==> src/rtl/sfd_pkg.sv <==
// Shared types and constants for the sync header frame deframer.
// Used by the event interface and all deframer modules; depends on nothing.
package sfd_pkg;

    localparam int HEADER_BYTES = 11;
    localparam int COUNT_BITS   = 32;
    localparam int CFG_IDX_BITS = 3;
    localparam int CFG_DATA_BITS = 10;
    localparam int HDR_IDX_BITS = 4;
    localparam int LEFT_BITS    = 20;
    localparam int AREA_BITS    = 19;

    // Configuration register indexes.
    localparam logic [CFG_IDX_BITS-1:0] CFG_SYNC_FIRST  = 3'd0;
    localparam logic [CFG_IDX_BITS-1:0] CFG_SYNC_SECOND = 3'd1;
    localparam logic [CFG_IDX_BITS-1:0] CFG_FRAME_TYPE  = 3'd2;
    localparam logic [CFG_IDX_BITS-1:0] CFG_MAX_WIDTH   = 3'd3;
    localparam logic [CFG_IDX_BITS-1:0] CFG_MAX_HEIGHT  = 3'd4;

    // Reset values of the configuration registers.
    localparam logic [7:0] RST_FRAME_TYPE = 8'h01;
    localparam logic [9:0] RST_MAX_WIDTH  = 10'd640;
    localparam logic [8:0] RST_MAX_HEIGHT = 9'd480;

    // Event codes on the result channel.
    localparam logic [2:0] EVT_HDR_OK    = 3'd0;
    localparam logic [2:0] EVT_PAYLOAD   = 3'd1;
    localparam logic [2:0] EVT_FRAME_OK  = 3'd2;
    localparam logic [2:0] EVT_BAD_HDR   = 3'd3;
    localparam logic [2:0] EVT_BAD_CHECK = 3'd4;

    typedef struct packed {
        logic [7:0] sync_first;
        logic [7:0] sync_second;
        logic [7:0] frame_type;
        logic [9:0] max_width;
        logic [8:0] max_height;
    } t_cfg;

    typedef struct packed {
        logic                  valid;
        logic [2:0]            event_kind;
        logic [7:0]            payload_byte;
        logic [15:0]           frame_id;
        logic [15:0]           frame_width;
        logic [15:0]           frame_height;
        logic [COUNT_BITS-1:0] good_count;
        logic [COUNT_BITS-1:0] bad_count;
    } t_evt;

endpackage

==> src/rtl/sfd_rx_if.sv <==
// Byte input channel of the deframer: valid/ready handshake and one byte.
// Depends on nothing.
interface sfd_rx_if;
    logic       valid;
    logic       ready;
    logic [7:0] rx_byte;

    modport source (output valid, output rx_byte, input ready);
    modport sink   (input valid, input rx_byte, output ready);
endinterface

==> src/rtl/sfd_evt_if.sv <==
// Event output channel of the deframer: valid/ready handshake and event fields.
// Depends on sfd_pkg for the counter width.
interface sfd_evt_if;
    logic                           valid;
    logic                           ready;
    logic [2:0]                     event_kind;
    logic [7:0]                     payload_byte;
    logic [15:0]                    frame_id;
    logic [15:0]                    frame_width;
    logic [15:0]                    frame_height;
    logic [sfd_pkg::COUNT_BITS-1:0] good_count;
    logic [sfd_pkg::COUNT_BITS-1:0] bad_count;

    modport source (output valid, output event_kind, output payload_byte,
                    output frame_id, output frame_width, output frame_height,
                    output good_count, output bad_count, input ready);
    modport sink   (input valid, input event_kind, input payload_byte,
                    input frame_id, input frame_width, input frame_height,
                    input good_count, input bad_count, output ready);
endinterface

==> src/rtl/sfd_cfg_regs.sv <==
// Configuration register bank of the deframer, written through a plain write port.
// Depends on sfd_pkg.
module sfd_cfg_regs (
    input  logic                              i_clk,
    input  logic                              i_rst_n,
    input  logic                              i_cfg_we,
    input  logic [sfd_pkg::CFG_IDX_BITS-1:0]  i_cfg_idx,
    input  logic [sfd_pkg::CFG_DATA_BITS-1:0] i_cfg_data,
    output sfd_pkg::t_cfg                     o_cfg
);

    sfd_pkg::t_cfg r_cfg;

    always_ff @(posedge i_clk) begin
        if (!i_rst_n) begin
            r_cfg.sync_first  <= 8'd0;
            r_cfg.sync_second <= 8'd0;
            r_cfg.frame_type  <= sfd_pkg::RST_FRAME_TYPE;
            r_cfg.max_width   <= sfd_pkg::RST_MAX_WIDTH;
            r_cfg.max_height  <= sfd_pkg::RST_MAX_HEIGHT;
        end else if (i_cfg_we) begin
            case (i_cfg_idx)
                sfd_pkg::CFG_SYNC_FIRST:  r_cfg.sync_first  <= i_cfg_data[7:0];
                sfd_pkg::CFG_SYNC_SECOND: r_cfg.sync_second <= i_cfg_data[7:0];
                sfd_pkg::CFG_FRAME_TYPE:  r_cfg.frame_type  <= i_cfg_data[7:0];
                sfd_pkg::CFG_MAX_WIDTH:   r_cfg.max_width   <= i_cfg_data[9:0];
                sfd_pkg::CFG_MAX_HEIGHT:  r_cfg.max_height  <= i_cfg_data[8:0];
                default: ;
            endcase
        end
    end

    assign o_cfg = r_cfg;

endmodule

==> src/rtl/sfd_parser.sv <==
// Frame parser: sync hunt, header capture and check, payload count and checksum.
// Processes one byte per step; depends on sfd_pkg.
module sfd_parser (
    input  logic          i_clk,
    input  logic          i_rst_n,
    input  sfd_pkg::t_cfg i_cfg,
    input  logic          i_step,
    input  logic [7:0]    i_byte,
    output sfd_pkg::t_evt o_res
);

    localparam logic [2:0] PH_SYNC0   = 3'd0;
    localparam logic [2:0] PH_SYNC1   = 3'd1;
    localparam logic [2:0] PH_HEADER  = 3'd2;
    localparam logic [2:0] PH_PAYLOAD = 3'd3;
    localparam logic [2:0] PH_CHECK0  = 3'd4;
    localparam logic [2:0] PH_CHECK1  = 3'd5;

    localparam logic [sfd_pkg::HDR_IDX_BITS-1:0] LAST_IDX =
        sfd_pkg::HDR_IDX_BITS'(sfd_pkg::HEADER_BYTES - 1);

    logic [2:0]                          r_phase, n_phase;
    logic [sfd_pkg::HDR_IDX_BITS-1:0]    r_idx, n_idx;
    logic [15:0]                         r_sum, n_sum;
    logic [sfd_pkg::LEFT_BITS-1:0]       r_left, n_left;
    logic [7:0]                          r_chk, n_chk;
    logic [sfd_pkg::COUNT_BITS-1:0]      r_good, n_good;
    logic [sfd_pkg::COUNT_BITS-1:0]      r_bad, n_bad;
    logic [7:0]                          r_hdr [sfd_pkg::HEADER_BYTES];
    logic [sfd_pkg::AREA_BITS-1:0]       r_area;

    logic        hdr_we;
    logic        emit;
    logic [2:0]  kind;
    logic [7:0]  pbyte;
    logic [15:0] hdr_w, hdr_h;
    logic [31:0] hdr_len;
    logic        hdr_ok;
    logic [15:0] be_sum, le_sum, sync_sum;
    logic        check_ok;

    assign hdr_w   = {r_hdr[3], r_hdr[4]};
    assign hdr_h   = {r_hdr[5], r_hdr[6]};
    // The last length byte is the byte being processed right now.
    assign hdr_len = {r_hdr[7], r_hdr[8], r_hdr[9], i_byte};

    // Width and height are complete several bytes before the header ends, so
    // their product settles in r_area ahead of the length comparison.
    assign hdr_ok = (r_hdr[0] == i_cfg.frame_type)
                 && (hdr_w != 16'd0) && (hdr_h != 16'd0)
                 && (hdr_w <= {6'd0, i_cfg.max_width})
                 && (hdr_h <= {7'd0, i_cfg.max_height})
                 && (hdr_len == {12'd0, r_area, 1'b0});

    assign be_sum   = {r_chk, i_byte};
    assign le_sum   = {i_byte, r_chk};
    assign sync_sum = r_sum + {8'd0, i_cfg.sync_first} + {8'd0, i_cfg.sync_second};
    assign check_ok = (r_sum == be_sum) || (sync_sum == be_sum)
                   || (r_sum == le_sum) || (sync_sum == le_sum);

    always_comb begin
        n_phase = r_phase;
        n_idx   = r_idx;
        n_sum   = r_sum;
        n_left  = r_left;
        n_chk   = r_chk;
        n_good  = r_good;
        n_bad   = r_bad;
        hdr_we  = 1'b0;
        emit    = 1'b0;
        kind    = sfd_pkg::EVT_HDR_OK;
        pbyte   = 8'd0;
        if (i_step) begin
            case (r_phase)
                PH_SYNC1: begin
                    if (i_byte == i_cfg.sync_second) begin
                        n_phase = PH_HEADER;
                        n_idx   = '0;
                        n_sum   = 16'd0;
                    end else if (i_byte != i_cfg.sync_first) begin
                        n_phase = PH_SYNC0;
                    end
                end
                PH_HEADER: begin
                    hdr_we = 1'b1;
                    n_sum  = r_sum + {8'd0, i_byte};
                    n_idx  = r_idx + 1'b1;
                    if (r_idx == LAST_IDX) begin
                        n_idx = '0;
                        emit  = 1'b1;
                        if (hdr_ok) begin
                            n_left  = hdr_len[sfd_pkg::LEFT_BITS-1:0];
                            n_phase = PH_PAYLOAD;
                            kind    = sfd_pkg::EVT_HDR_OK;
                        end else begin
                            n_bad   = r_bad + 1'b1;
                            n_phase = PH_SYNC0;
                            kind    = sfd_pkg::EVT_BAD_HDR;
                        end
                    end
                end
                PH_PAYLOAD: begin
                    n_sum = r_sum + {8'd0, i_byte};
                    if (r_left != '0) begin
                        n_left = r_left - 1'b1;
                    end
                    if (n_left == '0) begin
                        n_phase = PH_CHECK0;
                    end
                    emit  = 1'b1;
                    kind  = sfd_pkg::EVT_PAYLOAD;
                    pbyte = i_byte;
                end
                PH_CHECK0: begin
                    n_chk   = i_byte;
                    n_phase = PH_CHECK1;
                end
                PH_CHECK1: begin
                    n_phase = PH_SYNC0;
                    emit    = 1'b1;
                    if (check_ok) begin
                        n_good = r_good + 1'b1;
                        kind   = sfd_pkg::EVT_FRAME_OK;
                    end else begin
                        n_bad = r_bad + 1'b1;
                        kind  = sfd_pkg::EVT_BAD_CHECK;
                    end
                end
                default: begin
                    n_phase = (i_byte == i_cfg.sync_first) ? PH_SYNC1 : PH_SYNC0;
                end
            endcase
        end
    end

    always_ff @(posedge i_clk) begin
        if (!i_rst_n) begin
            r_phase <= PH_SYNC0;
            r_idx   <= '0;
            r_sum   <= 16'd0;
            r_left  <= '0;
            r_chk   <= 8'd0;
            r_good  <= '0;
            r_bad   <= '0;
        end else begin
            r_phase <= n_phase;
            r_idx   <= n_idx;
            r_sum   <= n_sum;
            r_left  <= n_left;
            r_chk   <= n_chk;
            r_good  <= n_good;
            r_bad   <= n_bad;
        end
    end

    always_ff @(posedge i_clk) begin
        if (hdr_we) begin
            r_hdr[r_idx] <= i_byte;
        end
        r_area <= {9'd0, hdr_w[9:0]} * {10'd0, hdr_h[8:0]};
    end

    always_comb begin
        o_res.valid        = emit;
        o_res.event_kind   = kind;
        o_res.payload_byte = pbyte;
        o_res.frame_id     = {r_hdr[1], r_hdr[2]};
        o_res.frame_width  = hdr_w;
        o_res.frame_height = hdr_h;
        o_res.good_count   = n_good;
        o_res.bad_count    = n_bad;
    end

endmodule

==> src/rtl/sync_header_frame_deframer_unit.sv <==
// Top level of the sync header frame deframer: input register, parser, result register.
// Depends on sfd_pkg, sfd_rx_if, sfd_evt_if, sfd_cfg_regs and sfd_parser.
//
// Usage: received bytes enter on i_rx, one byte per transaction. The block
// hunts for the two programmed sync bytes, collects the 11-byte header,
// checks it and then streams each payload byte out on o_evt, followed by a
// frame good or bad checksum event after the two checksum bytes. The last
// header byte gives a header ok event, or a bad header event if the check fails.
// Sync bytes, header bytes other than the last and the first checksum byte
// cause no output transaction.
// A byte is processed while it sits in the input register, and its event,
// if any, passes through the result register before it appears on o_evt.
// One byte is taken every cycle as long as the output side keeps up; the
// result register lets a new byte be accepted while an event waits.
// When the receiver stalls with an event pending, the parser holds the byte
// in the input register and i_rx.ready drops once that register is full.
// Configuration is written through i_cfg_we/i_cfg_idx/i_cfg_data while the
// block is idle; writes to unused indexes are ignored.
// Reset (synchronous, active low) restores the register defaults, clears
// both counters and returns the parser to hunting for the first sync byte.
module sync_header_frame_deframer_unit (
    input  logic                              i_clk,
    input  logic                              i_rst_n,
    input  logic                              i_cfg_we,
    input  logic [sfd_pkg::CFG_IDX_BITS-1:0]  i_cfg_idx,
    input  logic [sfd_pkg::CFG_DATA_BITS-1:0] i_cfg_data,
    sfd_rx_if.sink                            i_rx,
    sfd_evt_if.source                         o_evt
);

    sfd_pkg::t_cfg cfg;
    sfd_pkg::t_evt res;

    logic       r_in_valid;
    logic [7:0] r_in_byte;
    logic       r_out_valid;
    sfd_pkg::t_evt r_out;
    logic       step;

    // The parser advances whenever a byte is waiting and any pending event
    // leaves the result register in the same cycle.
    assign step       = r_in_valid && (!r_out_valid || o_evt.ready);
    assign i_rx.ready = !r_in_valid || step;

    sfd_cfg_regs u_cfg (
        .i_clk      (i_clk),
        .i_rst_n    (i_rst_n),
        .i_cfg_we   (i_cfg_we),
        .i_cfg_idx  (i_cfg_idx),
        .i_cfg_data (i_cfg_data),
        .o_cfg      (cfg)
    );

    sfd_parser u_parser (
        .i_clk   (i_clk),
        .i_rst_n (i_rst_n),
        .i_cfg   (cfg),
        .i_step  (step),
        .i_byte  (r_in_byte),
        .o_res   (res)
    );

    // Input register.
    always_ff @(posedge i_clk) begin
        if (!i_rst_n) begin
            r_in_valid <= 1'b0;
        end else if (i_rx.ready) begin
            r_in_valid <= i_rx.valid;
        end
    end

    always_ff @(posedge i_clk) begin
        if (i_rx.valid && i_rx.ready) begin
            r_in_byte <= i_rx.rx_byte;
        end
    end

    // Result register.
    always_ff @(posedge i_clk) begin
        if (!i_rst_n) begin
            r_out_valid <= 1'b0;
        end else if (step) begin
            r_out_valid <= res.valid;
        end else if (o_evt.ready) begin
            r_out_valid <= 1'b0;
        end
    end

    always_ff @(posedge i_clk) begin
        if (step && res.valid) begin
            r_out <= res;
        end
    end

    assign o_evt.valid        = r_out_valid;
    assign o_evt.event_kind   = r_out.event_kind;
    assign o_evt.payload_byte = r_out.payload_byte;
    assign o_evt.frame_id     = r_out.frame_id;
    assign o_evt.frame_width  = r_out.frame_width;
    assign o_evt.frame_height = r_out.frame_height;
    assign o_evt.good_count   = r_out.good_count;
    assign o_evt.bad_count    = r_out.bad_count;

endmodule

==> src/flat_wrapper.sv <==
// flat-port wrapper written by rule: the top's interface ports become plain ports
module sync_header_frame_deframer_unit_flat 
  (i_clk, i_rst_n, i_cfg_we, i_cfg_idx, i_cfg_data, i_rx_valid, i_rx_rx_byte, i_rx_ready, o_evt_valid, o_evt_event_kind, o_evt_payload_byte, o_evt_frame_id, o_evt_frame_width, o_evt_frame_height, o_evt_good_count, o_evt_bad_count, o_evt_ready);
  sfd_rx_if i_rx_i ();
  sfd_evt_if o_evt_i ();
  input  logic i_clk;
  input  logic i_rst_n;
  input  logic i_cfg_we;
  input  logic [sfd_pkg::CFG_IDX_BITS-1:0] i_cfg_idx;
  input  logic [sfd_pkg::CFG_DATA_BITS-1:0] i_cfg_data;
  input wire logic [$bits(i_rx_i.valid)-1:0] i_rx_valid;
  input wire logic [$bits(i_rx_i.rx_byte)-1:0] i_rx_rx_byte;
  output wire logic [$bits(i_rx_i.ready)-1:0] i_rx_ready;
  output wire logic [$bits(o_evt_i.valid)-1:0] o_evt_valid;
  output wire logic [$bits(o_evt_i.event_kind)-1:0] o_evt_event_kind;
  output wire logic [$bits(o_evt_i.payload_byte)-1:0] o_evt_payload_byte;
  output wire logic [$bits(o_evt_i.frame_id)-1:0] o_evt_frame_id;
  output wire logic [$bits(o_evt_i.frame_width)-1:0] o_evt_frame_width;
  output wire logic [$bits(o_evt_i.frame_height)-1:0] o_evt_frame_height;
  output wire logic [$bits(o_evt_i.good_count)-1:0] o_evt_good_count;
  output wire logic [$bits(o_evt_i.bad_count)-1:0] o_evt_bad_count;
  input wire logic [$bits(o_evt_i.ready)-1:0] o_evt_ready;
  assign i_rx_i.valid = i_rx_valid;
  assign i_rx_i.rx_byte = i_rx_rx_byte;
  assign i_rx_ready = i_rx_i.ready;
  assign o_evt_valid = o_evt_i.valid;
  assign o_evt_event_kind = o_evt_i.event_kind;
  assign o_evt_payload_byte = o_evt_i.payload_byte;
  assign o_evt_frame_id = o_evt_i.frame_id;
  assign o_evt_frame_width = o_evt_i.frame_width;
  assign o_evt_frame_height = o_evt_i.frame_height;
  assign o_evt_good_count = o_evt_i.good_count;
  assign o_evt_bad_count = o_evt_i.bad_count;
  assign o_evt_i.ready = o_evt_ready;
  sync_header_frame_deframer_unit u_core (.i_clk(i_clk), .i_rst_n(i_rst_n), .i_cfg_we(i_cfg_we), .i_cfg_idx(i_cfg_idx), .i_cfg_data(i_cfg_data), .i_rx(i_rx_i), .o_evt(o_evt_i));
endmodule
==> config.mk <==
export PLATFORM = sky130hd
export DESIGN_NAME = sync_header_frame_deframer_unit_flat
export DESIGN_NICKNAME = d
export VERILOG_FILES = /design/src/rtl/sfd_pkg.sv /design/src/rtl/sfd_rx_if.sv /design/src/rtl/sfd_evt_if.sv /design/src/rtl/sfd_cfg_regs.sv /design/src/rtl/sfd_parser.sv /design/src/rtl/sync_header_frame_deframer_unit.sv /design/src/flat_wrapper.sv
export SDC_FILE = /design/constraint.sdc
export NUM_CORES = 1
export LEC_CHECK = 0
export BUFFER_PORTS_ARGS = -buffer_cell sky130_fd_sc_hd__buf_4
export CORE_UTILIZATION = 42
export CTS_CLUSTER_DIAMETER = 120
export DETAILED_ROUTE_END_ITERATION = 8
export GPL_TIMING_DRIVEN = 0
export MAX_ROUTING_LAYER = met4
export PLACE_DENSITY = 0.68
export SLEW_MARGIN = 20
export SYNTH_ARGS = -nofsm -noshare
export SYNTH_HDL_FRONTEND = slang
export SYNTH_SLANG_ARGS = --single-unit
==> constraint.sdc <==
create_clock -name i_clk -period 12.3 [get_ports i_clk]
set_clock_uncertainty 0.05 [all_clocks]
set_input_delay 0.615 -clock i_clk [delete_from_list [all_inputs] [get_ports i_clk]]
set_output_delay 0.615 -clock i_clk [all_outputs]
set_load 0.05 [all_outputs]
# --- Word level (Yosys, flattened, before mapping) ---
# Memories as Yosys holds them, arrays and structs flattened. A register that Yosys moved wholly into a read port is not among the register bits.
# Cells that the tools add are included.
totals:
  word_cells: 133
  mem_count: 1
  ramBits: 88
  inputBits: 26
  ff_bits: 294
  output_inout_bits: 125
op_classes:
  n_mul: 1
  addsub: 7
  mux: 39
  eq_ne: 24
  order_cmp: 2
  reduce_logical: 37
memory_table:
  columns: ["memory", "words", "width", "read_ports", "rd_clocked_by_memory_dff", "write_ports", "line_no", "source"]
  rows:
  - ["u_core.u_parser.r_hdr", 11, 8, 10, 2, 1, "sfd_parser.sv:29", "logic [7:0] r_hdr [sfd_pkg::HEADER_BYTES];"]
ops:
  columns: ["cell", "count"]
  rows:
  - ["2-to-1 mux 32 bit", 7]
  - ["2-to-1 mux 20 bit", 5]
  - ["adder 32 x 1 -> 32 bit (second input constant)", 2]
  - ["== test 16 bit", 4]
  - ["case mux 32 bit (2 select lines)", 1]
  - ["adder 16 x 8 -> 16 bit", 3]
  - ["case mux 20 bit (2 select lines)", 1]
  - ["== test 32 x 20 -> 1 bit", 1]
  - ["case mux 16 bit (2 select lines)", 1]
  - ["nonzero test 16 bit", 2]
  - ["== test 8 bit", 3]
  - ["logical NOT 20 bit", 1]
  - ["nonzero test 20 bit", 1]
  - ["subtractor 20 x 1 -> 20 bit (second input constant)", 1]
  - ["multiplier 10 x 9 -> 19 bit", 1]
  - ["less-or-equal comparator 16 x 10 -> 1 bit", 1]
  - ["less-or-equal comparator 16 x 9 -> 1 bit", 1]
  - ["2-to-1 mux 16 bit", 1]
  - ["2-to-1 mux 3 bit", 5]
  - ["case mux 3 bit (5 select lines)", 1]
  - ["AND reduction 2 bit", 7]
  - ["== test 3 x 2 -> 1 bit (second input constant)", 4]
  - ["== test 3 bit (second input constant)", 3]
  - ["2-to-1 mux 1 bit", 9]
  - ["other kinds (19)", 44]

# --- Logic depth before layout (Yosys ltp) ---
# Gate-level depths: netlist of run 1.
# An unclocked memory read counts as a cell.
logic_depth:
  ltp_word: 11
  depth_mapped: 21
  mapped_depth_nobuf: 20

# --- Hierarchy ---
# From an unflattened synthesis of run 1, not the netlist that was laid out.
unflattened:
  hier_cells: 1955
  hier_area_um2: 20855.0
by_module_without_submodules:
  columns: ["module", "area_each_um2", "cells_per_inst", "n_inst", "seq_area_each_um2"]
  rows:
  - ["sfd_parser", 15145.8, 1649, 1, 5084.9]
  - ["sync_header_frame_deframer_unit", 4046.4, 144, 1, 3973.8]
  - ["sfd_cfg_regs", 1662.8, 162, 1, 860.8]

# --- Worst setup path before layout of run 1 ---
# No wires, ideal clock.
synth_path:
  kind: "register to register"
  start: "reg u_core.u_parser.r_idx[0] in the netlist's numbering"
  end: "reg u_core.r_out, in the netlist u_core.o_evt.bad_count[0], enable pin"
  setup_slack_ps: 4340
  setup_time_ps: 647
  path_buffers: 1
  t_required_ps: 11603
  synth_period_minus_slack_ps: 7960
  arrival_time_ps: 7263
  stages_incl_launch_ff: 7
  path_cell_list: "dfxtp_1 clkbuf_1 nand2b_1 or3b_2 inv_1 o21ai_0 a21oi_1"
synth_between:
  elab_chain_cells: 5
synth_lines:
  columns: ["element", "line_no", "source"]
  rows:
  - ["from (decl)", "sfd_parser.sv:23", "logic [sfd_pkg::HDR_IDX_BITS-1:0] r_idx, n_idx;"]
  - ["from (signal assigned)", "sfd_parser.sv:147", "r_idx <= n_idx;"]
  - ["== test 4 bit", "sfd_parser.sv:88", "if (r_idx == LAST_IDX) begin"]
  - ["2-to-1 mux 1 bit", "sfd_parser.sv:88", null]
  - ["case mux 1 bit (2 select lines)", "sfd_parser.sv:74", "case (r_phase)"]
  - ["2-to-1 mux 1 bit", "sfd_parser.sv:73", "if (i_step) begin"]
  - ["logical AND 1 bit", "sync_header_frame_deframer_unit.sv:90", "if (step && res.valid) begin"]
  - ["to (signal assigned)", "sync_header_frame_deframer_unit.sv:91", "r_out <= res;"]
  - ["to (decl)", "sync_header_frame_deframer_unit.sv:37", "sfd_pkg::t_evt r_out;"]
# No other way between the ends.
# A chain may end at the register's enable or synchronous reset.

==> out/metrics.csv, run 1 <==
stage;metric;value;unit
power;Pwr Density;112;nW/um2
sta;Tmin final;5540;ps
global_routing;vias in the first global route;16000;
logic_synthesis;sequential area share after synthesis;46.3;%
finish;cell area after layout;25100;um2
logic_synthesis;FFs w/ async S/R, synth;0;%
hold_path;Hold Path Sink;u_core.r_in_byte[1];
hold_path;Hold Crit Class;in2reg;
global_routing;largest net degree at the start of global routing;27;
finish;Fill cells;4591;
hold_path;WHS Path Cells;1;
finish;fin util;49.9;%
drt;via count;16700;
logic_synthesis;Ys Warns;0;
sta;setup TNS;0;ps
logic_synthesis;Post-Syn Area;21400;um2
cts;depth of the CTS H-tree;2;
cts;hold_buf cts;0;
finish;Nets;2493;
floorplan;Core Area;50300;um2
global_routing;first-pass GRT wire length;90.5;mm
drt;vias per cell;5.50;
placed_design;post-place instance area;23600;um2
critical_path;slowest CP cell;fa_1;
critical_path;WP data arrival;5970;ps
sta;RSZ-0062 raised after global routing;no;
placed_design;Final GP Congestion;0.956;
cts;number of gates resized after cts;0;
cts;Post-CTS Setup Inserts;0;
power;Clk network pwr share;47.9;%
critical_path;Crit Path Category;reg2reg;
power;Peak VDD IR;0.105;mV
logic_synthesis;top post-synthesis cells by area;edfxtp_1, dfxtp_1, fa_1, nand2_1, ha_1;
logic_synthesis;most common cell in the netlist;nand2_1;
cts;CTS tree;built;
drt;1st-pass router iterations;5;
placed_design;HPWL after DPL;42.6;mm
placed_design;Setup WS pre-CTS;6860;ps
global_routing;initial antenna violation count;1;
drt;final wirelength;58.3;mm
critical_path;worst r2r dst;u_core.u_parser.r_area[17];
hold_path;worst hold start;i_rx_rx_byte[1];
logic_synthesis;top cell type by total area after synthesis;edfxtp_1;
logic_synthesis;Avg Inst Size Synth;10.1;um2
cts;Worst-Skew Late Latency;590;ps
logic_synthesis;Synth Register Bits;390;
critical_path;CP max FO;10;
power;Static Leak;9.89;nW
critical_path;Worst R2R Setup Slack;6760;ps
drt;WL/cell;19.3;um
drt;Final ANT Viol Nets;0;
logic_synthesis;top_reg_cell synth;edfxtp_1;
global_routing;GRT overflow;0;
power;logic gate share of total power;2.9;%
logic_synthesis;Netlist cell types;84;
sta;Tightest Pin Transition;1190;ps
power;sw frac;21.4;%
run;Max Cap Viol;0;
drt;violation count after the first detailed-route iteration;1302;
logic_synthesis;share of the synthesized area in the top cell type;29.6;%
sta;highest clock rate;181;MHz
placed_design;number of port buffers;149;
finish;antenna cell count;0;
critical_path;Critical Path Sink Type;flop;
logic_synthesis;EDFF count, synth;211;
critical_path;WP data required;12740;ps
cts;clock-pin transition on the worst setup and hold timing paths;60;ps
cts;# clock sinks;390;
sta;max-slew violations;0;
sta;slew margin rel.;20.7;%
sta;final setup fails;0;
floorplan;Rows;82;
cts;TritonCTS Buffers;44;
critical_path;crit start category;flop;
finish;layout cells sized above 1;12.0;%
floorplan;Ports;151;
drt;DRC viols;0;
critical_path;worst reg2reg path startpoint;u_core.u_parser.r_hdr[4][3];
floorplan;Die H;228;um
power;Switching Power;0.601;mW
global_routing;GRT Total Usage;22.8;%
sta;Final period util;45.0;%
finish;Syn-to-layout area delta;17.1;%
power;total power;2.81;mW
logic_synthesis;Post-Syn Nets;2291;
sta;setup ws final;6760;ps
power;internal power;2.21;mW
cts;Clock Tree Root;clkbuf_16;
critical_path;Worst path max stage delay;600;ps
logic_synthesis;cell count after synthesis;2119;
critical_path;critical path cell sequence;clkbuf_1, nand2_1, fa_1, fa_1, inv_1, ha_1, inv_1, fa_1, inv_1, ha_1, a21o_1, a21oi_1, o21ai_0, a21o_1, a21oi_1, o21ai_0, o41ai_1, nand4b_1, o211ai_1;
outcome;status;finished, final reports clean;
critical_path;Reg2Reg Depth;19;
floorplan;Die W;228;um
power;Flop pwr share;49.2;%
floorplan;starting density of the core;42.6;%
sta;Final Hold Fails;0;
floorplan;DIE AREA;51900;um2
cts;clock buffer depth;3;
logic_synthesis;Commonest cells post-synth;nand2_1, edfxtp_1, dfxtp_1;
kinds of logic after synthesis:
| family | after synthesis | share of synthesized area [%] |
|---|---|---|
| simple gates | 795 | 18.5 |
| flops | 390 | 46.3 |
| compound gates | 314 | 9.75 |
| buf+inv | 242 | 4.37 |
| xor+xnor | 171 | 7.31 |
| fa+ha+maj | 146 | 10.9 |
| mux | 61 | 2.85 |
layout make-up:
| type | instances | area, um2 | area share (%) |
|---|---|---|---|
| multi-input cells | 1487 | 10600 | 42.3 |
| flip-flops and latches | 390 | 9920 | 39.5 |
| repair buffers | 156 | 1290 | 5.15 |
| clock inverters | 22 | 243 | 0.968 |
| well taps | 672 | 841 | 3.35 |
| inverters | 134 | 503 | 2.00 |
| clock buffers | 60 | 1240 | 4.96 |
| plain buffers | 108 | 434 | 1.73 |
cell usage in the layout, fill, tap and decap left out, types with 7 or more instances in the layout:
cell type / Yosys / routed
nand2_1: 289 / 289
edfxtp_1: 211 / 211
dfxtp_1: 179 / 179
buf_4: 1 / 151
inv_1: 133 / 133
a21oi_1: 134 / 133
nor2_1: 103 / 102
xor2_1: 99 / 99
clkbuf_1: 87 / 97
ha_1: 79 / 79
xnor2_1: 67 / 67
fa_1: 67 / 67
mux2i_1: 61 / 61
nand2b_1: 56 / 56
nand3_1: 53 / 53
nor3_1: 52 / 49
clkbuf_16: 0 / 46
and2_1: 45 / 45
nand4_1: 42 / 42
o21ai_0: 35 / 35
nor4_1: 32 / 31
and3_1: 30 / 30
or3_1: 20 / 20
or4_1: 17 / 17
o31ai_1: 17 / 16
clkinv_2: 0 / 13
a31oi_1: 12 / 12
o211ai_1: 12 / 12
nor2b_1: 10 / 10
buf_1: 10 / 10
or2_2: 10 / 10
and4_1: 10 / 10
a21o_1: 9 / 9
a2111oi_0: 8 / 8
buf_2: 7 / 7
o2111ai_1: 7 / 7
a211oi_1: 7 / 7
critical path: cells and delay by family, from the launching register on:
kind	cells	cell delay [ps]
adder cells (fa/ha/maj)	5	2220
AO/OA/AOI/OAI	8	1810
buffers and inverters	4	610
flip-flops	1	420
AND/OR/NAND/NOR	2	330
routing by layer:
metal / wire, um / vias up / share of wire, % / track usage, %
li1: - / 7864 / - / -
met5: 0 / - / 0 / -
met1: 26300 / 8146 / 45 / 30.5
met3: 3620 / 85 / 6.2 / 3.51
met4: 1270 / 0 / 2.2 / 5.93
met2: 27100 / 576 / 47 / 35.9
sequential cells by signal (all words and copies together) (netlist names), 16 cells and up:
signal and cells:
u_core.o_evt.frame_id 16, u_core.u_parser.r_hdr 80, u_core.u_parser.r_area 19, u_core.o_evt.bad_count 32, u_core.o_evt.good_count 32, u_core.u_parser.r_bad 32, u_core.u_parser.r_left 20, u_core.u_parser.r_good 32
u_core.o_evt.frame_width 16, u_core.u_parser.r_sum 16, u_core.o_evt.frame_height 16, u_core.u_cfg.o_cfg 43
power by group through the flow:
stage | Sequential, mW | Combinational [mW] | Clock, mW
floorplan | 1.40 | 0.0499 | 0
global placement | 1.41 | 0.0792 | 0
detailed placement | 1.41 | 0.0814 | 0
CTS | 1.38 | 0.0818 | 1.37
global route | 1.38 | 0.0890 | 1.42
finish | 1.38 | 0.0826 | 1.35
metrics by stage:
step	std cells	hold WS [ps]
floorplan	2119	350
global placement	2940	352
detailed placement	2947	355
CTS	3029	135
global route	3029	140
finish	3029	167
how the worst max path moves through the flow:
stage                                      startpoint                            to  slack (ps)  cells after the start
final                     u_core.u_parser.r_hdr[4][3]    u_core.u_parser.r_area[17]        6760                     19
after global routing      u_core.u_parser.r_hdr[4][3]    u_core.u_parser.r_area[17]        6440                     19
after CTS                 u_core.u_parser.r_hdr[6][2]    u_core.u_parser.r_area[17]        6820                     19
after detailed placement  u_core.u_parser.r_hdr[6][2]    u_core.u_parser.r_area[17]        6860                     19
after global placement       u_core.u_parser.r_idx[0]  u_core.o_evt.frame_height[6]        1430                      6
after floorplan              u_core.u_parser.r_idx[0]     u_core.o_evt.bad_count[0]        4340                      6
No activity file was read; power rests on OpenSTA's default activity.
==> inputs of run 2 (changes only) <==
--- a/config.mk
+++ b/config.mk
@@ -5,13 +5,14 @@
 export SDC_FILE = /design/constraint.sdc
 export NUM_CORES = 1
 export LEC_CHECK = 0
+export ABC_AREA = 1
 export BUFFER_PORTS_ARGS = -buffer_cell sky130_fd_sc_hd__buf_4
 export CORE_UTILIZATION = 42
 export CTS_CLUSTER_DIAMETER = 120
 export DETAILED_ROUTE_END_ITERATION = 8
 export GPL_TIMING_DRIVEN = 0
 export MAX_ROUTING_LAYER = met4
-export PLACE_DENSITY = 0.68
+export PLACE_DENSITY = 0.7
 export SLEW_MARGIN = 20
 export SYNTH_ARGS = -nofsm -noshare
 export SYNTH_HDL_FRONTEND = slang
==> constraint.sdc (replaced) <==
create_clock -name i_clk -period 4.7 [get_ports i_clk]
set_clock_uncertainty 0.05 [all_clocks]
set_input_delay 0.235 -clock i_clk [delete_from_list [all_inputs] [get_ports i_clk]]
set_output_delay 0.235 -clock i_clk [all_outputs]
set_load 0.05 [all_outputs]
==> run 2 against run 1 <==
- register-to-register slack worse by 6600 ps
- setup slack worse by 6600 ps
- sequential share of layout area down 1.8 points
- die area up 2.5%
- clock-buffer cell count down 6
- worst hold slack worse by 88 ps
- highest routed layer unchanged
- global-route usage up 1.1 points
- power rose to 2.6 times the previous value
- clock power up 150%
- design area up 4.7%
- maximum frequency up 23%
==> out/metrics.csv, run 2 <==
stage;metric;value;unit;change
power;Static Leak;12.0;nW;was 9.89 nW
drt;final wirelength;62.0;mm;was 58.3 mm
logic_synthesis;cell count after synthesis;2673;;was 2,119
critical_path;Worst R2R Setup Slack;190;ps;was 6760 ps
critical_path;CP max FO;8;;was 10
finish;fin util;51.0;%;was 49.9%
hold_path;worst hold start;i_cfg_idx[1];;was i_rx_rx_byte[1]
finish;cell area after layout;26300;um2;was 25,100 um2
logic_synthesis;EDFF count, synth;211;;unchanged
finish;Nets;3113;;was 2,493
power;Switching Power;1.73;mW;was 0.601 mW
logic_synthesis;Netlist cell types;52;;was 84
logic_synthesis;Post-Syn Area;22000;um2;was 21,400 um2
global_routing;GRT overflow;0;;unchanged
power;total power;7.40;mW;was 2.81 mW
drt;Met3 Wirelength;4.88;mm;was 3.62 mm
floorplan;Rows;83;;was 82
finish;most common cell after layout, fill and taps aside;nand2_1;;unchanged
drt;violation count after the first detailed-route iteration;1615;;was 1,302
placed_design;Final GP Congestion;0.984;;was 0.956
power;Flop pwr share;49.3;%;was 49.2%
critical_path;Reg2Reg Depth;22;;was 19
global_routing;vias in the first global route;17500;;was 16,000
placed_design;post-place instance area;24100;um2;was 23,600 um2
critical_path;CP bufs+invs;4;;unchanged
floorplan;Die H;231;um;was 228 um
drt;uppermost layer routed;met4;;unchanged
floorplan;Die W;231;um;was 228 um
hold_path;WHS Path Cells;4;;was 1
cts;Worst-Skew Late Latency;570;ps;was 590 ps
finish;commonest cells after routing, fill and taps aside;nand2_1, inv_1, nor2_1;;was nand2_1, edfxtp_1, dfxtp_1
finish;area of the multi-input gates;10200;um2;was 10,600 um2
drt;DRC viols;0;;unchanged
cts;clock buffer depth;3;;unchanged
floorplan;DIE AREA;53200;um2;was 51,900 um2
finish;Syn-to-layout area delta;19.6;%;was 17.1%
power;internal power;5.67;mW;was 2.21 mW
logic_synthesis;most common cell in the netlist;nand2_1;;unchanged
power;Peak VDD IR;0.241;mV;was 0.105 mV
global_routing;initial antenna violation count;1;;unchanged
drt;1st-pass router iterations;6;;was 5
drt;via count;18900;;was 16,700
logic_synthesis;Ys Warns;0;;unchanged
critical_path;crit start category;flop;;unchanged
logic_synthesis;top cell type by total area after synthesis;edfxtp_1;;unchanged
sta;Final period util;95.9;%;was 45.0%
finish;Fill cells;4830;;was 4,591
sta;setup TNS;0;ps;unchanged
critical_path;Worst path max stage delay;550;ps;was 600 ps
cts;clock-pin transition on the worst setup and hold timing paths;70;ps;was 60 ps
critical_path;WP data required;5130;ps;was 12,740 ps
logic_synthesis;Post-Syn Nets;2845;;was 2,291
logic_synthesis;Avg Inst Size Synth;8.22;um2;was 10.1 um2
sta;Tightest Pin Transition;1120;ps;was 1190 ps
cts;TritonCTS Buffers;41;;was 44
critical_path;Critical Path Sink Type;flop;;unchanged
outcome;status;finished, final reports clean;;unchanged
drt;vias per cell;5.16;;was 5.50
critical_path;Crit Path Category;reg2reg;;unchanged
finish;antenna cell count;0;;unchanged
placed_design;HPWL after DPL;46.0;mm;was 42.6 mm
drt;M1 WL;27.0;mm;was 26.3 mm
logic_synthesis;Synth Register Bits;390;;unchanged
sta;slew margin rel.;24.1;%;was 20.7%
finish;FF+latch area;9920;um2;about the same
critical_path;worst r2r dst;u_core.u_parser.r_area[17];;unchanged
power;Clk network pwr share;44.9;%;was 47.9%
drt;WL/cell;17.0;um;was 19.3 um
sta;max-slew violations;0;;unchanged
power;sw frac;23.4;%;was 21.4%
critical_path;CP top delay family;adder cells;;unchanged
finish;max reg flops;80;;unchanged
cts;CTS tree;built;;unchanged
power;Pwr Density;282;nW/um2;was 112 nW/um2
critical_path;critical path cell sequence;buf_6, nand2_2, fa_1, inv_2, fa_1, inv_1, fa_1, inv_1, fa_1, ha_4, nand2_2, nor2_1, nand2_1, o211ai_1, nand3_1, nand2_2, nand3_2, nand2_2, a21oi_1, nor2_1, nor2_1, xnor2_1;;was clkbuf_1, nand2_1, fa_1, fa_1, inv_1, ha_1, inv_1, fa_1, inv_1, ha_1, a21o_1, a21oi_1, o21ai_0, a21o_1, a21oi_1, o21ai_0, o41ai_1, nand4b_1, o211ai_1
placed_design;number of port buffers;150;;was 149
sta;Final Hold Fails;0;;unchanged
sta;final setup fails;0;;unchanged
finish;layout cells sized above 1;12.7;%;was 12.0%
cts;depth of the CTS H-tree;2;;unchanged
critical_path;WP data arrival;4940;ps;was 5970 ps
floorplan;starting density of the core;42.6;%;about the same
logic_synthesis;top_reg_cell synth;edfxtp_1;;unchanged
sta;Hold WS;78.8;ps;was 167 ps
drt;Final ANT Viol Nets;0;;unchanged
power;logic gate share of total power;5.8;%;was 2.9%
cts;Clock Tree Root;clkbuf_16;;unchanged
logic_synthesis;Commonest cells post-synth;nand2_1, inv_1, nor2_1;;was nand2_1, edfxtp_1, dfxtp_1
floorplan;Core Area;51500;um2;was 50,300 um2
critical_path;worst reg2reg path startpoint;u_core.u_parser.r_hdr[4][3];;unchanged
logic_synthesis;top post-synthesis cells by area;edfxtp_1, dfxtp_1, nand2_1, inv_1, fa_1;;was edfxtp_1, dfxtp_1, fa_1, nand2_1, ha_1
floorplan;Ports;151;;unchanged
drt;DR WL met2;28.4;mm;was 27.1 mm
logic_synthesis;sequential area share after synthesis;45.2;%;was 46.3%
critical_path;slowest CP cell;fa_1;;unchanged
logic_synthesis;FFs w/ async S/R, synth;0;%;unchanged
hold_path;Hold Crit Class;in2reg;;unchanged
logic_synthesis;share of the synthesized area in the top cell type;28.8;%;was 29.6%
global_routing;first-pass GRT wire length;95.6;mm;was 90.5 mm
sta;Tmin final;4510;ps;was 5540 ps
hold_path;Hold Path Sink;u_core.u_cfg.o_cfg[34];;was u_core.r_in_byte[1]
cts;# clock sinks;390;;unchanged
run;Max Cap Viol;0;;unchanged
global_routing;largest net degree at the start of global routing;35;;was 27
global_routing;GRT Total Usage;23.9;%;was 22.8%
finish;Biggest register;u_core.u_parser.r_hdr;;unchanged
sta;highest clock rate;222;MHz;was 181 MHz
-- run 2: cell count changes after synthesis, sizes merged, moves of 20 or more --
cell,before,now
or3,20,0
nand3,53,149
and2,48,3
clkbuf,88,52
mux2i,61,0
nand4,42,65
xor2,99,78
nand2b,56,0
and3,30,3
inv,134,421
xnor2,67,22
o21ai,36,119
nor2,103,290
nand2,289,632
-- run 2: timing repair --
action / CTS / global route
cloned: 0 / 2
buffers inserted: 8 / 42
resized for setup: 25 / 60
endpoints found under the setup margin: 6 / 128
endpoints found under the hold margin: 52 / 0
pin swaps: 0 / 16
hold buffers: 21 / 0
-- run 2: cells by family (layout without fill, tap and decap cells) --
logic type | count (synthesis) | after routing | synth area share, %
compound gates | 291 | 291 | 7.08
simple gates | 1252 | 1252 | 24.5
buf+inv | 494 | 795 | 8.70
fa+ha+maj | 146 | 146 | 10.6
xor+xnor | 100 | 100 | 3.99
flops | 390 | 390 | 45.2
-- run 2: per-layer routing --
metal / up-vias / GRT usage [%]
met4: 0 / 7.24
li1: 9181 / -
met1: 8850 / 31.8
met5: - / -
met2: 713 / 37.5
met3: 119 / 3.88
-- run 2: final cells by class --
cell class	count	area share [%]
Sequential cell	390	37.8
Timing Repair Buffer	229	7.11
Tap cell	680	3.24
Clock inverter	22	0.791
Multi-Input combinational cell	1789	39.0
Clock buffer	54	4.45
Inverter	426	6.11
Buffer	64	1.53
-- run 2: worst max path at each step --
stage	start	endpoint	depth (start not counted)	slack, ps
finish	u_core.u_parser.r_hdr[4][3]	u_core.u_parser.r_area[17]	22	190
global placement	o_evt_ready	u_core.o_evt.frame_width[2]	11	-1390
detailed placement	u_core.u_parser.r_hdr[4][1]	u_core.u_parser.r_area[17]	22	-370
floorplan	u_core.o_evt.valid	u_core.o_evt.bad_count[0]	9	200
CTS	u_core.u_parser.r_hdr[4][3]	u_core.u_parser.r_area[17]	22	0.03
global route	u_core.u_parser.r_hdr[4][5]	u_core.u_parser.r_area[17]	21	-30
-- run 2: power groups by stage --
stage	clock (mW)	sequential [mW]	combinational, mW
2_1_floorplan	0	3.70	0.263
3_3_place_gp	0	3.72	0.397
3_5_place_dp	0	3.72	0.404
4_1_cts	3.38	3.65	0.421
5_1_grt	3.51	3.65	0.475
6_report	3.33	3.65	0.428
-- run 2: metrics by stage --
step / setup slack, ps / cells
after detailed placement: -365 / 3509
final: 192 / 3654
after global routing: -32.1 / 3654
after global placement: -1390 / 3503
after CTS: 0.0293 / 3610
after floorplan: 202 / 2673
-- run 2: worst register-to-register path, cell delays in order (launching register included) --
cell	delay, ps
edfxtp_1	420
buf_6	170
nand2_2	70
fa_1	550
inv_2	50
fa_1	530
inv_1	60
fa_1	540
inv_1	50
fa_1	500
ha_4	300
nand2_2	50
nor2_1	90
nand2_1	60
o211ai_1	120
nand3_1	130
nand2_2	110
nand3_2	70
nand2_2	70
a21oi_1	60
nor2_1	120
nor2_1	70
xnor2_1	180
==> inputs of run 3 (changes only) <==
--- a/config.mk
+++ b/config.mk
@@ -7,6 +7,7 @@
 export LEC_CHECK = 0
 export ABC_AREA = 1
 export BUFFER_PORTS_ARGS = -buffer_cell sky130_fd_sc_hd__buf_4
+export CORE_ASPECT_RATIO = 0.6
 export CORE_UTILIZATION = 42
 export CTS_CLUSTER_DIAMETER = 120
 export DETAILED_ROUTE_END_ITERATION = 8
==> constraint.sdc (replaced) <==
create_clock -name i_clk -period 4.7 [get_ports i_clk]
set_clock_uncertainty 0.05 [all_clocks]
set_input_delay 0.47 -clock i_clk [delete_from_list [all_inputs] [get_ports i_clk]]
set_output_delay 0.47 -clock i_clk [all_outputs]
set_load 0.05 [all_outputs]
==> run 3 against run 2 <==
- sequential cell count did not move
- maximum frequency rose by 0.51%
- final cell count fell by 0.74%
- critical path depth fell by 2
- wire length rose by 7.2%
- utilization fell by 0.44 points
- sequential power barely moved
- worst hold slack got worse by 35 ps
- highest routed layer unchanged
==> out/metrics.csv, run 3 (synthesis gave the netlist of run 2 again) <==
stage;metric;value;unit;change
sta;Tightest Pin Transition;1100;ps;was 1120 ps
finish;Biggest register;u_core.u_parser.r_hdr;;unchanged
drt;1st-pass router iterations;6;;unchanged
finish;max reg flops;80;;unchanged
floorplan;Rows;64;;was 83
critical_path;WP data required;5110;ps;was 5130 ps
floorplan;Die H;179;um;was 231 um
floorplan;Die W;297;um;was 231 um
finish;antenna cell count;0;;unchanged
critical_path;CP top delay family;adder cells;;unchanged
global_routing;initial antenna violation count;0;;was 1
floorplan;Ports;151;;unchanged
critical_path;critical path cell sequence;buf_6, nand2_1, fa_1, fa_1, fa_1, fa_1, inv_1, ha_1, nand2_1, nor2_1, nand2_1, o211ai_1, nand3_1, nand2_2, nand3_1, nand2_2, a21oi_1, nor2_1, nor2_1, xnor2_1;;was buf_6, nand2_2, fa_1, inv_2, fa_1, inv_1, fa_1, inv_1, fa_1, ha_4, nand2_2, nor2_1, nand2_1, o211ai_1, nand3_1, nand2_2, nand3_2, nand2_2, a21oi_1, nor2_1, nor2_1, xnor2_1
global_routing;largest net degree at the start of global routing;40;;was 35
critical_path;Critical Path Sink Type;flop;;unchanged
cts;Worst-Skew Late Latency;560;ps;was 570 ps
global_routing;GRT overflow;0;;unchanged
placed_design;Final GP Congestion;0.981;;was 0.984
cts;Clock Tree Root;clkbuf_16;;unchanged
floorplan;DIE AREA;53200;um2;about the same
cts;CTS tree;built;;unchanged
sta;max-slew violations;0;;unchanged
finish;Fill cells;4811;;was 4,830
sta;highest clock rate;223;MHz;was 222 MHz
drt;Final ANT Viol Nets;0;;unchanged
cts;depth of the CTS H-tree;2;;unchanged
placed_design;HPWL after DPL;51.1;mm;was 46.0 mm
cts;clock-pin transition on the worst setup and hold timing paths;70;ps;about the same
sta;Final Hold Fails;0;;unchanged
drt;via count;19200;;was 18,900
finish;non-filler cells, final;3627;;was 3,654
floorplan;Core Area;51200;um2;was 51,500 um2
finish;Syn-to-layout area delta;17.9;%;was 19.6%
drt;DRC viols;0;;unchanged
power;Static Leak;11.8;nW;was 12.0 nW
drt;violation count after the first detailed-route iteration;2084;;was 1,615
finish;Nets;3075;;was 3,113
critical_path;slowest CP cell;fa_1;;unchanged
drt;vias per cell;5.29;;was 5.16
placed_design;DP Cell Count;3520;;was 3,509
cts;# clock sinks;390;;unchanged
finish;layout cells sized above 1;12.3;%;was 12.7%
drt;final wirelength;66.4;mm;was 62.0 mm
critical_path;Top cell by count, worst path;fa_1;;
critical_path;Worst R2R Setup Slack;210;ps;was 190 ps
global_routing;vias in the first global route;17400;;was 17,500
sta;Hold WS;43.5;ps;was 78.8 ps
finish;most common cell after layout, fill and taps aside;nand2_1;;unchanged
power;Peak VDD IR;0.232;mV;was 0.241 mV
hold_path;Hold Crit Class;in2reg;;unchanged
floorplan;starting density of the core;42.9;%;was 42.6%
sta;Final period util;95.4;%;was 95.9%
critical_path;CP max FO;10;;was 8
sta;final setup fails;0;;unchanged
cts;hold_buf cts;0;;was 21
sta;setup ws final;215;ps;was 192 ps
power;Pwr Density;288;nW/um2;was 282 nW/um2
placed_design;number of port buffers;150;;unchanged
cts;clock buffer depth;3;;unchanged
sta;Tmin final;4490;ps;was 4510 ps
global_routing;first-pass GRT wire length;99.6;mm;was 95.6 mm
cts;TritonCTS Buffers;40;;was 41
drt;WL/cell;18.3;um;was 17.0 um
placed_design;Setup WS pre-CTS;-340;ps;was -365 ps
sta;slew margin rel.;26.9;%;was 24.1%
critical_path;crit start category;flop;;unchanged
finish;commonest cells after routing, fill and taps aside;nand2_1, inv_1, nor2_1;;unchanged
critical_path;WP data arrival;4890;ps;was 4940 ps
global_routing;GRT Total Usage;25.1;%;was 23.9%
critical_path;Crit Path Category;reg2reg;;unchanged
outcome;status;finished, final reports clean;;unchanged
critical_path;CP bufs+invs;2;;was 4
power;total power;7.47;mW;was 7.40 mW
finish;fin util;50.5;%;was 51.0%
run;Max Cap Viol;0;;unchanged
critical_path;Worst path max stage delay;560;ps;was 550 ps
run 3: changes by cell type in the layout (fill, tap and decap cells not counted), sizes merged:
cell         change
buf             -19
bufinv           +1
clkbuf           -3
clkinv           -6
clkinvlp         +4
dlygate4sd3     -21
inv              +4
run 3: repair_timing:
action,CTS,global route
gates resized for setup,30,54
setup buffers,6,29
gates cloned,0,1
endpoints found under the hold margin,0,0
endpoints found under the setup margin,12,151
pin swaps,1,9
run 3: layout make-up:
class                           count  area (um2)  area share (%)
Timing Repair inverter              1        5.00          0.0193
Buffer                             66         408            1.57
Multi-Input combinational cell   1789       10300            39.6
Clock inverter                     24         273            1.05
Tap cell                          693         867            3.35
Inverter                          426        1600            6.19
Clock buffer                       49        1120            4.32
Timing Repair Buffer              189        1460            5.62
Sequential cell                   390        9920            38.3
run 3: worst reg2reg max path, stage by stage (launching register included):
cell and delay (ps):
edfxtp_1 450, buf_6 190, nand2_1 90, fa_1 510, fa_1 560, fa_1 450, fa_1 550, inv_1 40
ha_1 380, nand2_1 70, nor2_1 110, nand2_1 60, o211ai_1 120, nand3_1 140, nand2_2 90, nand3_1 80
nand2_2 80, a21oi_1 60, nor2_1 120, nor2_1 70, xnor2_1 120
run 3: final timing paths:
kind | from | end | depth (start not counted)
setup / recovery | u_core.u_parser.r_hdr[6][2] | u_core.u_parser.r_area[17] | 20
hold / removal | i_rx_rx_byte[5] | u_core.r_in_byte[5] | 1
setup reg to reg | u_core.u_parser.r_hdr[6][2] | u_core.u_parser.r_area[17] | 20
hold reg to reg | u_core.u_parser.r_hdr[1][6] | u_core.o_evt.frame_id[14] | 0
run 3: through the flow:
| step | instance area (um2) | setup TNS [ps] |
|---|---|---|
| after floorplan | 22000 | 0 |
| after global placement | 24000 | -214140 |
| after detailed placement | 24000 | -2380 |
| after CTS | 25500 | 0 |
| after global routing | 25900 | -13.6 |
| final | 25900 | 0 |
run 3: power by group:
part	switching (mW)	internal [mW]	total, mW
clock	1.45	1.95	3.39
combinational	0.293	0.132	0.425
sequential	0.0501	3.60	3.65
run 3: layer usage:
metal / wire length (um) / GRT usage (%)
met4: 755 / 4.17
met2: 26200 / 33.6
met5: 0 / -
met3: 8100 / 6.94
met1: 31400 / 37.4
